--- src/rtl/core/rac_pkg.sv ---
// ----------------------------------------------------------------------------
// rac_pkg
// Types and constants shared by the region average colour block.
// ----------------------------------------------------------------------------
package rac_pkg;

	localparam int COORD_W   = 11;
	localparam int SPAN_W    = 12;
	localparam int LEVEL_W   = 8;
	localparam int SUM_W     = 30;
	localparam int TALLY_W   = 23;
	localparam int COLOUR_W  = 24;
	localparam int CFG_IDX_W = 4;
	localparam int CFG_DAT_W = 12;
	localparam int QUOT_W    = 8;

	localparam logic [TALLY_W-1:0] TALLY_CAP = 23'd4194304;

	localparam logic [CFG_IDX_W-1:0] REG_LEFT   = 4'd0;
	localparam logic [CFG_IDX_W-1:0] REG_TOP    = 4'd1;
	localparam logic [CFG_IDX_W-1:0] REG_WIDTH  = 4'd2;
	localparam logic [CFG_IDX_W-1:0] REG_HEIGHT = 4'd3;

	typedef struct packed {
		logic [SUM_W-1:0]   red_sum;
		logic [SUM_W-1:0]   green_sum;
		logic [SUM_W-1:0]   blue_sum;
		logic [TALLY_W-1:0] tally;
	} rac_job_t;

	typedef struct packed {
		logic     valid;
		rac_job_t job;
	} rac_head_t;

endpackage

--- src/rtl/core/rac_ifs.sv ---
// ----------------------------------------------------------------------------
// rac_ifs
// Valid/ready channels of the region average colour block.
// ----------------------------------------------------------------------------
interface rac_pixel_if;
	import rac_pkg::*;
	logic               valid;
	logic               ready;
	logic [COORD_W-1:0] pixel_x;
	logic [COORD_W-1:0] pixel_y;
	logic [LEVEL_W-1:0] blue_level;
	logic [LEVEL_W-1:0] green_level;
	logic [LEVEL_W-1:0] red_level;
	logic               frame_end;
	modport source (output valid, pixel_x, pixel_y, blue_level, green_level, red_level,
		frame_end, input ready);
	modport sink (input valid, pixel_x, pixel_y, blue_level, green_level, red_level,
		frame_end, output ready);
endinterface

interface rac_cfg_if;
	import rac_pkg::*;
	logic                 valid;
	logic                 ready;
	logic [CFG_IDX_W-1:0] index;
	logic [CFG_DAT_W-1:0] data;
	modport source (output valid, index, data, input ready);
	modport sink (input valid, index, data, output ready);
endinterface

interface rac_result_if;
	import rac_pkg::*;
	logic                valid;
	logic                ready;
	logic [COLOUR_W-1:0] average_colour;
	logic [TALLY_W-1:0]  counted_pixels;
	modport source (output valid, average_colour, counted_pixels, input ready);
	modport sink (input valid, average_colour, counted_pixels, output ready);
endinterface

--- src/rtl/core/rac_front.sv ---
// ----------------------------------------------------------------------------
// rac_front
// Takes pixels, checks them against the region and accumulates the sums;
// a frame end pushes the finished sums into the job queue.
// ----------------------------------------------------------------------------
module rac_front #(
	parameter int MAX_WIDTH  = 2048,
	parameter int MAX_HEIGHT = 2048
) (
	input  logic              clk,
	input  logic              arst_n,
	rac_pixel_if.sink         pixel,
	rac_cfg_if.sink           cfg,
	input  logic              queue_full,
	output logic              push,
	output rac_pkg::rac_job_t push_job
);
	import rac_pkg::*;

	localparam int LIM_W = COORD_W + 2;
	localparam logic [LIM_W-1:0] LIMIT_X = LIM_W'(MAX_WIDTH);
	localparam logic [LIM_W-1:0] LIMIT_Y = LIM_W'(MAX_HEIGHT);

	logic [COORD_W-1:0] left_q, top_q;
	logic [SPAN_W-1:0]  width_q, height_q;
	logic [SUM_W-1:0]   red_sum_q, green_sum_q, blue_sum_q;
	logic [TALLY_W-1:0] tally_q;

	logic               accept, hit_x, hit_y, take;
	logic [COORD_W-1:0] off_x, off_y;
	logic [SUM_W-1:0]   red_nxt, green_nxt, blue_nxt;
	logic [TALLY_W-1:0] tally_nxt;

	assign cfg.ready   = 1'b1;
	assign pixel.ready = !queue_full;
	assign accept      = pixel.valid && pixel.ready;

	assign off_x = pixel.pixel_x - left_q;
	assign off_y = pixel.pixel_y - top_q;
	assign hit_x = ({2'b00, pixel.pixel_x} < LIMIT_X) && (pixel.pixel_x >= left_q)
		&& ({1'b0, off_x} < width_q);
	assign hit_y = ({2'b00, pixel.pixel_y} < LIMIT_Y) && (pixel.pixel_y >= top_q)
		&& ({1'b0, off_y} < height_q);
	assign take  = hit_x && hit_y && (tally_q < TALLY_CAP);

	always_comb begin
		red_nxt   = red_sum_q;
		green_nxt = green_sum_q;
		blue_nxt  = blue_sum_q;
		tally_nxt = tally_q;
		if (take) begin
			red_nxt   = red_sum_q + SUM_W'(pixel.red_level);
			green_nxt = green_sum_q + SUM_W'(pixel.green_level);
			blue_nxt  = blue_sum_q + SUM_W'(pixel.blue_level);
			tally_nxt = tally_q + 1'b1;
		end
	end

	assign push               = accept && pixel.frame_end;
	assign push_job.red_sum   = red_nxt;
	assign push_job.green_sum = green_nxt;
	assign push_job.blue_sum  = blue_nxt;
	assign push_job.tally     = tally_nxt;

	always_ff @(posedge clk or negedge arst_n) begin
		if (!arst_n) begin
			left_q   <= '0;
			top_q    <= '0;
			width_q  <= '0;
			height_q <= '0;
		end else if (cfg.valid) begin
			case (cfg.index)
				REG_LEFT:   left_q   <= cfg.data[COORD_W-1:0];
				REG_TOP:    top_q    <= cfg.data[COORD_W-1:0];
				REG_WIDTH:  width_q  <= cfg.data[SPAN_W-1:0];
				REG_HEIGHT: height_q <= cfg.data[SPAN_W-1:0];
				default: ;
			endcase
		end
	end

	always_ff @(posedge clk or negedge arst_n) begin
		if (!arst_n) begin
			red_sum_q   <= '0;
			green_sum_q <= '0;
			blue_sum_q  <= '0;
			tally_q     <= '0;
		end else if (accept) begin
			if (pixel.frame_end) begin
				red_sum_q   <= '0;
				green_sum_q <= '0;
				blue_sum_q  <= '0;
				tally_q     <= '0;
			end else begin
				red_sum_q   <= red_nxt;
				green_sum_q <= green_nxt;
				blue_sum_q  <= blue_nxt;
				tally_q     <= tally_nxt;
			end
		end
	end

endmodule

--- src/rtl/core/rac_queue.sv ---
// ----------------------------------------------------------------------------
// rac_queue
// Two-entry queue of finished frame sums between front and back.
// ----------------------------------------------------------------------------
module rac_queue (
	input  logic               clk,
	input  logic               arst_n,
	input  logic               push,
	input  rac_pkg::rac_job_t  push_job,
	output logic               full,
	input  logic               pop,
	output rac_pkg::rac_head_t head
);
	import rac_pkg::*;

	rac_job_t   mem_q [2];
	logic       wr_ptr_q, rd_ptr_q;
	logic [1:0] count_q;

	assign full       = (count_q == 2'd2);
	assign head.valid = (count_q != 2'd0);
	assign head.job   = mem_q[rd_ptr_q];

	always_ff @(posedge clk) begin
		if (push) begin
			mem_q[wr_ptr_q] <= push_job;
		end
	end

	always_ff @(posedge clk or negedge arst_n) begin
		if (!arst_n) begin
			wr_ptr_q <= 1'b0;
			rd_ptr_q <= 1'b0;
			count_q  <= 2'd0;
		end else begin
			if (push) wr_ptr_q <= !wr_ptr_q;
			if (pop) rd_ptr_q <= !rd_ptr_q;
			case ({push, pop})
				2'b10:   count_q <= count_q + 2'd1;
				2'b01:   count_q <= count_q - 2'd1;
				default: count_q <= count_q;
			endcase
		end
	end

endmodule

--- src/rtl/core/rac_back.sv ---
// ----------------------------------------------------------------------------
// rac_back
// Divides the three channel sums by the tally one quotient bit per cycle
// and holds the packed mean colour in the output register.
// ----------------------------------------------------------------------------
module rac_back (
	input  logic               clk,
	input  logic               arst_n,
	input  rac_pkg::rac_head_t head,
	output logic               pop,
	rac_result_if.source       result
);
	import rac_pkg::*;

	localparam logic [1:0] ST_IDLE = 2'd0;
	localparam logic [1:0] ST_DIV  = 2'd1;
	localparam logic [1:0] ST_DONE = 2'd2;

	logic [1:0]         state_q;
	logic [2:0]         step_q;
	logic [SUM_W-1:0]   rem_r_q, rem_g_q, rem_b_q, dsr_q;
	logic [QUOT_W-1:0]  quo_r_q, quo_g_q, quo_b_q;
	logic [TALLY_W-1:0] tally_q;

	logic               res_valid_q;
	logic [COLOUR_W-1:0] res_colour_q;
	logic [TALLY_W-1:0] res_count_q;

	logic               ge_r, ge_g, ge_b, load_res;

	assign ge_r = (rem_r_q >= dsr_q);
	assign ge_g = (rem_g_q >= dsr_q);
	assign ge_b = (rem_b_q >= dsr_q);

	assign pop      = (state_q == ST_IDLE) && head.valid;
	assign load_res = (state_q == ST_DONE) && (!res_valid_q || result.ready);

	assign result.valid          = res_valid_q;
	assign result.average_colour = res_colour_q;
	assign result.counted_pixels = res_count_q;

	always_ff @(posedge clk) begin
		case (state_q)
			ST_IDLE: begin
				rem_r_q <= head.job.red_sum;
				rem_g_q <= head.job.green_sum;
				rem_b_q <= head.job.blue_sum;
				dsr_q   <= SUM_W'(head.job.tally) << (QUOT_W - 1);
				tally_q <= head.job.tally;
			end
			ST_DIV: begin
				if (ge_r) rem_r_q <= rem_r_q - dsr_q;
				if (ge_g) rem_g_q <= rem_g_q - dsr_q;
				if (ge_b) rem_b_q <= rem_b_q - dsr_q;
				quo_r_q <= {quo_r_q[QUOT_W-2:0], ge_r};
				quo_g_q <= {quo_g_q[QUOT_W-2:0], ge_g};
				quo_b_q <= {quo_b_q[QUOT_W-2:0], ge_b};
				dsr_q   <= dsr_q >> 1;
			end
			default: ;
		endcase
		if (load_res) begin
			res_count_q <= tally_q;
			if (tally_q == '0) begin
				res_colour_q <= '0;
			end else begin
				res_colour_q <= {quo_r_q, quo_g_q, quo_b_q};
			end
		end
	end

	always_ff @(posedge clk or negedge arst_n) begin
		if (!arst_n) begin
			state_q     <= ST_IDLE;
			step_q      <= '0;
			res_valid_q <= 1'b0;
		end else begin
			case (state_q)
				ST_IDLE: begin
					if (head.valid) begin
						state_q <= ST_DIV;
						step_q  <= '0;
					end
				end
				ST_DIV: begin
					step_q <= step_q + 3'd1;
					if (step_q == 3'(QUOT_W - 1)) state_q <= ST_DONE;
				end
				ST_DONE: begin
					if (load_res) state_q <= ST_IDLE;
				end
				default: state_q <= ST_IDLE;
			endcase
			if (load_res) begin
				res_valid_q <= 1'b1;
			end else if (result.ready) begin
				res_valid_q <= 1'b0;
			end
		end
	end

endmodule

--- src/rtl/core/region_average_colour.sv ---
// ----------------------------------------------------------------------------
// region_average_colour
// Mean red, green and blue of a rectangle of a raster pixel stream.
//
//   channel  role    payload
//   pixel    sink    pixel_x, pixel_y, blue_level, green_level, red_level, frame_end
//   cfg      sink    index, data (left, top, width, height)
//   result   source  average_colour, counted_pixels
//
// pixels are taken one per cycle; the front stalls only when both queue
// entries hold frames still waiting for the divider
// each frame end takes the back through load, 8 quotient bits, output
// cfg is always ready; reset clears the registers, sums, queue and output
// ----------------------------------------------------------------------------
module region_average_colour #(
	parameter int MAX_WIDTH  = 2048,
	parameter int MAX_HEIGHT = 2048
) (
	input  logic         clk,
	input  logic         arst_n,
	rac_pixel_if.sink    pixel,
	rac_cfg_if.sink      cfg,
	rac_result_if.source result
);
	import rac_pkg::*;

	logic      push, queue_full, pop;
	rac_job_t  push_job;
	rac_head_t head;

	rac_front #(
		.MAX_WIDTH  (MAX_WIDTH),
		.MAX_HEIGHT (MAX_HEIGHT)
	) u_front (
		.clk        (clk),
		.arst_n     (arst_n),
		.pixel      (pixel),
		.cfg        (cfg),
		.queue_full (queue_full),
		.push       (push),
		.push_job   (push_job)
	);

	rac_queue u_queue (
		.clk      (clk),
		.arst_n   (arst_n),
		.push     (push),
		.push_job (push_job),
		.full     (queue_full),
		.pop      (pop),
		.head     (head)
	);

	rac_back u_back (
		.clk    (clk),
		.arst_n (arst_n),
		.head   (head),
		.pop    (pop),
		.result (result)
	);

endmodule
--- src/flat_wrapper.sv ---
// flat-port wrapper written by rule: the top's interface ports become plain ports
module region_average_colour_flat import rac_pkg::*;
#(
	parameter int MAX_WIDTH  = 2048,
	parameter int MAX_HEIGHT = 2048
)
  (clk, arst_n, pixel_valid, pixel_pixel_x, pixel_pixel_y, pixel_blue_level, pixel_green_level, pixel_red_level, pixel_frame_end, pixel_ready, cfg_valid, cfg_index, cfg_data, cfg_ready, result_valid, result_average_colour, result_counted_pixels, result_ready);
  rac_pixel_if pixel_i ();
  rac_cfg_if cfg_i ();
  rac_result_if result_i ();
  input  logic clk;
  input  logic arst_n;
  input wire logic [$bits(pixel_i.valid)-1:0] pixel_valid;
  input wire logic [$bits(pixel_i.pixel_x)-1:0] pixel_pixel_x;
  input wire logic [$bits(pixel_i.pixel_y)-1:0] pixel_pixel_y;
  input wire logic [$bits(pixel_i.blue_level)-1:0] pixel_blue_level;
  input wire logic [$bits(pixel_i.green_level)-1:0] pixel_green_level;
  input wire logic [$bits(pixel_i.red_level)-1:0] pixel_red_level;
  input wire logic [$bits(pixel_i.frame_end)-1:0] pixel_frame_end;
  output wire logic [$bits(pixel_i.ready)-1:0] pixel_ready;
  input wire logic [$bits(cfg_i.valid)-1:0] cfg_valid;
  input wire logic [$bits(cfg_i.index)-1:0] cfg_index;
  input wire logic [$bits(cfg_i.data)-1:0] cfg_data;
  output wire logic [$bits(cfg_i.ready)-1:0] cfg_ready;
  output wire logic [$bits(result_i.valid)-1:0] result_valid;
  output wire logic [$bits(result_i.average_colour)-1:0] result_average_colour;
  output wire logic [$bits(result_i.counted_pixels)-1:0] result_counted_pixels;
  input wire logic [$bits(result_i.ready)-1:0] result_ready;
  assign pixel_i.valid = pixel_valid;
  assign pixel_i.pixel_x = pixel_pixel_x;
  assign pixel_i.pixel_y = pixel_pixel_y;
  assign pixel_i.blue_level = pixel_blue_level;
  assign pixel_i.green_level = pixel_green_level;
  assign pixel_i.red_level = pixel_red_level;
  assign pixel_i.frame_end = pixel_frame_end;
  assign pixel_ready = pixel_i.ready;
  assign cfg_i.valid = cfg_valid;
  assign cfg_i.index = cfg_index;
  assign cfg_i.data = cfg_data;
  assign cfg_ready = cfg_i.ready;
  assign result_valid = result_i.valid;
  assign result_average_colour = result_i.average_colour;
  assign result_counted_pixels = result_i.counted_pixels;
  assign result_i.ready = result_ready;
  region_average_colour #(.MAX_WIDTH(MAX_WIDTH), .MAX_HEIGHT(MAX_HEIGHT)) u_core (.clk(clk), .arst_n(arst_n), .pixel(pixel_i), .cfg(cfg_i), .result(result_i));
endmodule
--- config.mk ---
export PLATFORM = sky130hd
export DESIGN_NAME = region_average_colour_flat
export DESIGN_NICKNAME = d
export VERILOG_FILES = /design/src/rtl/core/rac_pkg.sv /design/src/rtl/core/rac_ifs.sv /design/src/rtl/core/rac_front.sv /design/src/rtl/core/rac_queue.sv /design/src/rtl/core/rac_back.sv /design/src/rtl/core/region_average_colour.sv /design/src/flat_wrapper.sv
export SDC_FILE = /design/constraint.sdc
export NUM_CORES = 1
export LEC_CHECK = 0
export BUFFER_PORTS_ARGS = -buffer_cell sky130_fd_sc_hd__clkbuf_2
export CAP_MARGIN = 20
export CORE_UTILIZATION = 60
export DETAILED_ROUTE_END_ITERATION = 8
export PLACE_DENSITY = 0.86
export SYNTH_ARGS = -nofsm -noshare
export SYNTH_HDL_FRONTEND = slang
export SYNTH_HIERARCHICAL = 1
export SYNTH_SLANG_ARGS = --single-unit
--- constraint.sdc ---
create_clock -name clk -period 9.4 [get_ports clk]
set_clock_uncertainty 0.05 [all_clocks]
set_input_delay 1.88 -clock clk [delete_from_list [all_inputs] [get_ports clk]]
set_output_delay 1.88 -clock clk [all_outputs]
set_load 0.05 [all_outputs]
# ---- Word-level counts from Yosys, hierarchy flattened
# Memory sizes are Yosys's and may differ from the RTL's.
# Cells that the tools add are included.
dict set report totals {
  register_bits 383
  mem_bits_rw 226
  in_bits 68
  output_inout_bits 50
  word_cells 115
  n_memories 1
}
dict set report classes {
  addsub 12
  magnitude_cmp 8
  eq_ne 15
  mux 26
  reduce_logical 29
}
# memory words word_bits read_ports rd_ports_with_merged_regs write_ports line_no
set mem_list {}
lappend mem_list {u_core.u_queue.mem_q 2 113 1 0 1 rac_queue.sv:16} ;# rac_job_t mem_q [2];
# operator n
set ops {}
lappend ops {{30-bit two-way mux} 9}
lappend ops {{30-bit case mux with 2 select lines} 4}
lappend ops {{30-bit by 8-bit adder with 30-bit output} 3}
lappend ops {{30-bit >= comparator} 3}
lappend ops {{30-bit subtractor} 3}
lappend ops {{23-bit two-way mux} 2}
lappend ops {{11-bit by 12-bit less-than comparator with 1-bit output} 2}
lappend ops {{23-bit by 1-bit adder with 23-bit output, second input constant} 1}
lappend ops {{23-bit zero test} 1}
lappend ops {{23-bit less-than comparator, second input constant} 1}
lappend ops {{11-bit >= comparator} 2}
lappend ops {{11-bit subtractor} 2}
lappend ops {{2-bit AND reduction} 8}
lappend ops {{2-bit inequality test, second input constant} 6}
lappend ops {{4-bit by 2-bit equality test with 1-bit output, second input constant} 2}
lappend ops {{1-bit logical AND} 8}
lappend ops {{2-bit nonzero test} 4}
lappend ops {{2-bit equality test, second input constant} 3}
lappend ops {{2-bit two-way mux} 3}
lappend ops {{2-bit case mux with 3 select lines} 1}
lappend ops {{3-bit case mux with 2 select lines} 1}
lappend ops {{2-bit by 1-bit equality test with 1-bit output, second input constant} 2}
lappend ops {{4-bit by 1-bit equality test with 1-bit output, second input constant} 1}
lappend ops {{1-bit zero test} 4}
lappend ops {{11 further kinds} 14}

# ---- Logic depth before layout (Yosys ltp)
dict set report depth {
  ltp_word 7
  mapped_depth 22
  mapped_depth_nobuf 19
}

# ---- Modules after synthesis
# Netlist, hierarchy kept.
# mod n_inst cells_per_inst area_each_um2 seq_area_each_um2
set modules_own_cells {}
lappend modules_own_cells {rac_back 1 1343 13508.0 6576.3}
lappend modules_own_cells {rac_front 1 1418 12223.0 3978.8}
lappend modules_own_cells {rac_queue 1 368 8589.5 6886.6}

# ---- Worst setup path after synthesis
# OpenSTA, ideal clock, no wires.
dict set report synth_path {
  path_kind {in2reg}
  from {input pixel_valid}
  to {memory u_core/u_queue/mem_q[0][0] (netlist bit), enable pin}
  setup_time_ns 0.586
  t_arrival_ns 7.390
  required_ns 8.764
  slack_ns 1.374
  cell_stages 6
  path_buffers 2
  cell_sequence {nand2_1 > clkbuf_1 > buf_6 > nor2_1 > inv_1 > nor2_1}
}
dict set report synth_between {
  elab_chain_len 4
}
# element line_no
set synth_lines {}
lappend synth_lines {{from (decl)} flat_wrapper.sv:13} ;# input wire logic [$bits(pixel_i.valid)-1:0] pixel_valid;
lappend synth_lines {{1-bit logical AND} rac_front.sv:36} ;# assign accept = pixel.valid && pixel.ready;
lappend synth_lines {{1-bit logical AND} rac_front.sv:59} ;# assign push = accept && pixel.frame_end;
lappend synth_lines {{via u_core.push} region_average_colour.sv:27} ;# logic push, queue_full, pop;
lappend synth_lines {{1-bit two-way mux} rac_queue.sv:25} ;# if (push) begin
lappend synth_lines {{1-bit two-way mux (not written as such)} rac_queue.sv:26} ;# mem_q[wr_ptr_q] <= push_job;
lappend synth_lines {{to (decl)} rac_queue.sv:16}
# The timed path passes the listed nets, and every way through them passes these cells.

==> impl_metrics.tcl <==
set metrics [dict create \
    run_status "complete, no violations" \
    multi_input_area_mm2 0.0156 \
    p_leak_nw 14.9 \
    hold_violations 0 \
    path_delay_family "simple AND/OR/NAND/NOR gates" \
    die_x_um 241 \
    cts_resized 0 \
    syn-num-nets 3365 \
    rr_worst_depth 19 \
    relSlewSlack 0.211 \
    ys_async_sr_fraction 0.278 \
    cts_max_path_buffers 3 \
    cts_buffers 67 \
    clock_latency_ns 0.61 \
    routed_wl_um 85500 \
    worst_setup_path_start_kind "primary input" \
    yosysWarningCount 6 \
    drt_iter0_drc 2717 \
    grt_remaining_overflow 0 \
    ctsHoldBuffers 0 \
    worst-setup-path-type "in2reg" \
    p_total_mw 14.2 \
    n_antenna_cell 0 \
    pre_cts_ws_ns 2.44 \
    path_buf_inv 4 \
    die_h_um 241 \
    avgSynthCellArea_um2 11.0 \
    drtPass1Iterations 5 \
    hold_class "reg2reg" \
    portBuffers 116 \
    wire_per_inst_um 21.4 \
    syn_area_mm2 0.0343 \
    path_cells "clkbuf_2, inv_1, ha_1, inv_1, fa_1, a21o_1, a21oi_1, o21bai_1, a21oi_1, o21ai_0, or4_1, nand3_1, ha_1, and4b_1, nand2_1, a2bb2oi_1, and2_1, nand3_2, buf_4, nor4_1, xnor2_1" \
    fin_nets 3421 \
    drc 0 \
    cp_max_fo 44 \
    required_ns 9.67 \
    maxCapViolations 0 \
    grt_max_degree 90 \
    arrival_ns 6.87 \
    grt_pass1_wl_um 133000 \
    coreArea_mm2 0.0565 \
    synth_edf_count 440 \
    die_area_mm2 0.0582 \
    htreeDepth 3 \
    cts_tree "yes" \
    vias_per_cell 6.42 \
    rows 87 \
    ios 118 \
    gp_congestion 0.947 \
    tightest_slew_ns 1.17 \
    hold_depth 0 \
    cts.reportedPaths.clkPinSlew_ns 0.06 \
    antenna_found_initial 1 \
    layout_min_cycle_time_ns 6.60 \
    finalCritPeriodShare 0.702 \
    fill_cells 3978 \
    regArea_mm2 0.0174 \
    irDropWorstVdd_v 0.000168 \
    ys_seq_elements 609 \
    place_hpwl_um 56800 \
    grtUsageTotal 0.296 \
    setup_viol 0 \
    drive_gt1_frac 0.142 \
    powerDensity_mw_per_mm2 377 \
    crit_path_top_delay_cell "nor4_1" \
    synthCells 3129 \
    synth.distinct_cells 97 \
    ys_seq_area_frac 0.508 \
    crit_path_end_kind "flop" \
    synth_top_flop_cell "edfxtp_1" \
    ant_nets 0 \
    hold_ws_ns 0.382 \
    finalWorstSetupSlack_ns 2.80 \
    rsz0062_at_grt "no" \
    clock-root-buffer "clkbuf_16" \
    cts_sinks 609 \
    grt_pass1_vias 24692 \
    syn2layout_area_growth_pct 9.69 \
    cts_setup_buffers 0 \
    critical_path_depth 21 \
    slew_viol_final 0 \
    start_util 0.607 \
    fin_setup_tns_ns 0 \
    crit_path_max_incr_delay_ns 0.59 \
    clock.fmax_mhz 152 \
    vias 25640 \
]
power breakdown:
group | switching (mW) | internal, mW
Sequential | 0.404 | 4.14
Clock | 1.08 | 1.56
Combinational | 4.35 | 2.65
Total | 5.83 | 8.35
flip-flops by register name, summed over array words and instances, names as in the netlist, 23 cells and up:
name                                 cells
u_core/u_front/blue_sum_q               30
u_core/u_back/dsr_q                     30
u_core/u_back/rem_b_q                   30
u_core/u_front/tally_q                  23
u_core/u_front/red_sum_q                30
u_core/u_back/result.average_colour     24
u_core/u_front/green_sum_q              30
u_core/u_back/tally_q                   23
u_core/u_queue/mem_q                   226
u_core/u_back/rem_g_q                   30
u_core/u_back/result.counted_pixels     23
u_core/u_back/rem_r_q                   30
area by class of cell:
class                   instances  share of cell area
flip-flops and latches        609               0.463
multi-input cells            2197               0.414
clock buffers                  92              0.0506
well taps                     756              0.0251
repair buffers                146              0.0222
inverters                     164              0.0164
clock inverters                30             0.00798
per-stage QoR:
stage / utilization / area [um^2] / cells
after floorplan: - / 34300 / 3129
after global placement: 0.626 / 35400 / 3869
after detailed placement: 0.626 / 35400 / 3869
after CTS: 0.665 / 37600 / 3991
after global routing: 0.666 / 37600 / 3994
final: 0.666 / 37600 / 3994
worst paths after layout:
check	startpoint	end	slack [ns]
worst max-delay path	pixel_pixel_x[0]	u_core/u_queue/mem_q[1][68]$_DFFE_PP_	2.80
worst min-delay path	u_core/u_back/quo_b_q[0]$_DFFE_PP_	u_core/u_back/quo_b_q[1]$_DFFE_PP_	0.38
worst max register to register	u_core/u_front/left_q[0]$_DFFE_PN0P_	u_core/u_queue/mem_q[1][68]$_DFFE_PP_	3.83
worst min register to register	u_core/u_back/quo_b_q[0]$_DFFE_PP_	u_core/u_back/quo_b_q[1]$_DFFE_PP_	0.38
max in group asynchronous	arst_n	u_core/u_front/red_sum_q[28]$_DFFE_PN0P_	6.58
min in group asynchronous	arst_n	u_core/u_queue/count_q[1]$_DFFE_PN0P_	1.23
placed cells by master, fill, tap and decap left out, types with 15 or more instances in the layout:
cell / count
buf_4: 28
mux2_4: 60
o21a_1: 20
a211oi_1: 16
nand2b_1: 19
inv_1: 163
clkbuf_1: 16
o311ai_0: 36
o21bai_1: 17
dfrtp_1: 168
nand2_1: 341
edfxtp_1: 440
clkbuf_2: 114
o211ai_1: 34
nor2b_1: 49
a221o_1: 22
nor4_1: 28
nor3_1: 92
clkbuf_16: 71
o221ai_1: 16
ha_1: 160
and2_1: 15
o31ai_1: 16
or4_1: 20
o21ai_0: 187
a21oi_1: 136
nand4_1: 56
xor2_1: 66
and3_1: 39
mux2_2: 103
nand3_1: 107
a22o_1: 23
xnor2_1: 106
a21o_1: 59
a211o_1: 18
nor2_1: 134
kinds of logic (layout without fill, tap and decap cells):
| kind of cell | after synthesis | in the layout | share of synthesized area |
|---|---|---|---|
| AND/OR/NAND/NOR | 970 | 970 | 0.139 |
| AO/OA/AOI/OAI | 712 | 712 | 0.142 |
| flip-flops | 609 | 609 | 0.508 |
| buffers and inverters | 323 | 432 | 0.0400 |
| multiplexers | 174 | 174 | 0.0633 |
| XOR/XNOR | 172 | 172 | 0.0439 |
| adder cells (fa/ha/maj) | 168 | 168 | 0.0630 |
| other | 1 | 1 | 0.000109 |
cell usage after synthesis, types with 103 or more instances:
| master | n | area (um^2) |
|---|---|---|
| edfxtp_1 | 440 | 13200 |
| nand2_1 | 343 | 1290 |
| o21ai_0 | 187 | 936 |
| dfrtp_1 | 169 | 4230 |
| inv_1 | 163 | 612 |
| ha_1 | 160 | 2000 |
| nor2_1 | 137 | 514 |
| a21oi_1 | 136 | 681 |
| clkbuf_1 | 111 | 417 |
| nand3_1 | 107 | 536 |
| xnor2_1 | 106 | 928 |
| mux2_2 | 103 | 1160 |
routing by layer:
metal	GRT usage	routed length, um	share of wire
met1	0.394	34200	0.40
met2	0.483	40700	0.48
met3	0.0379	6810	0.080
met4	0.143	3760	0.044
met5	0	0	0
Power figures use the tool's default switching activity.
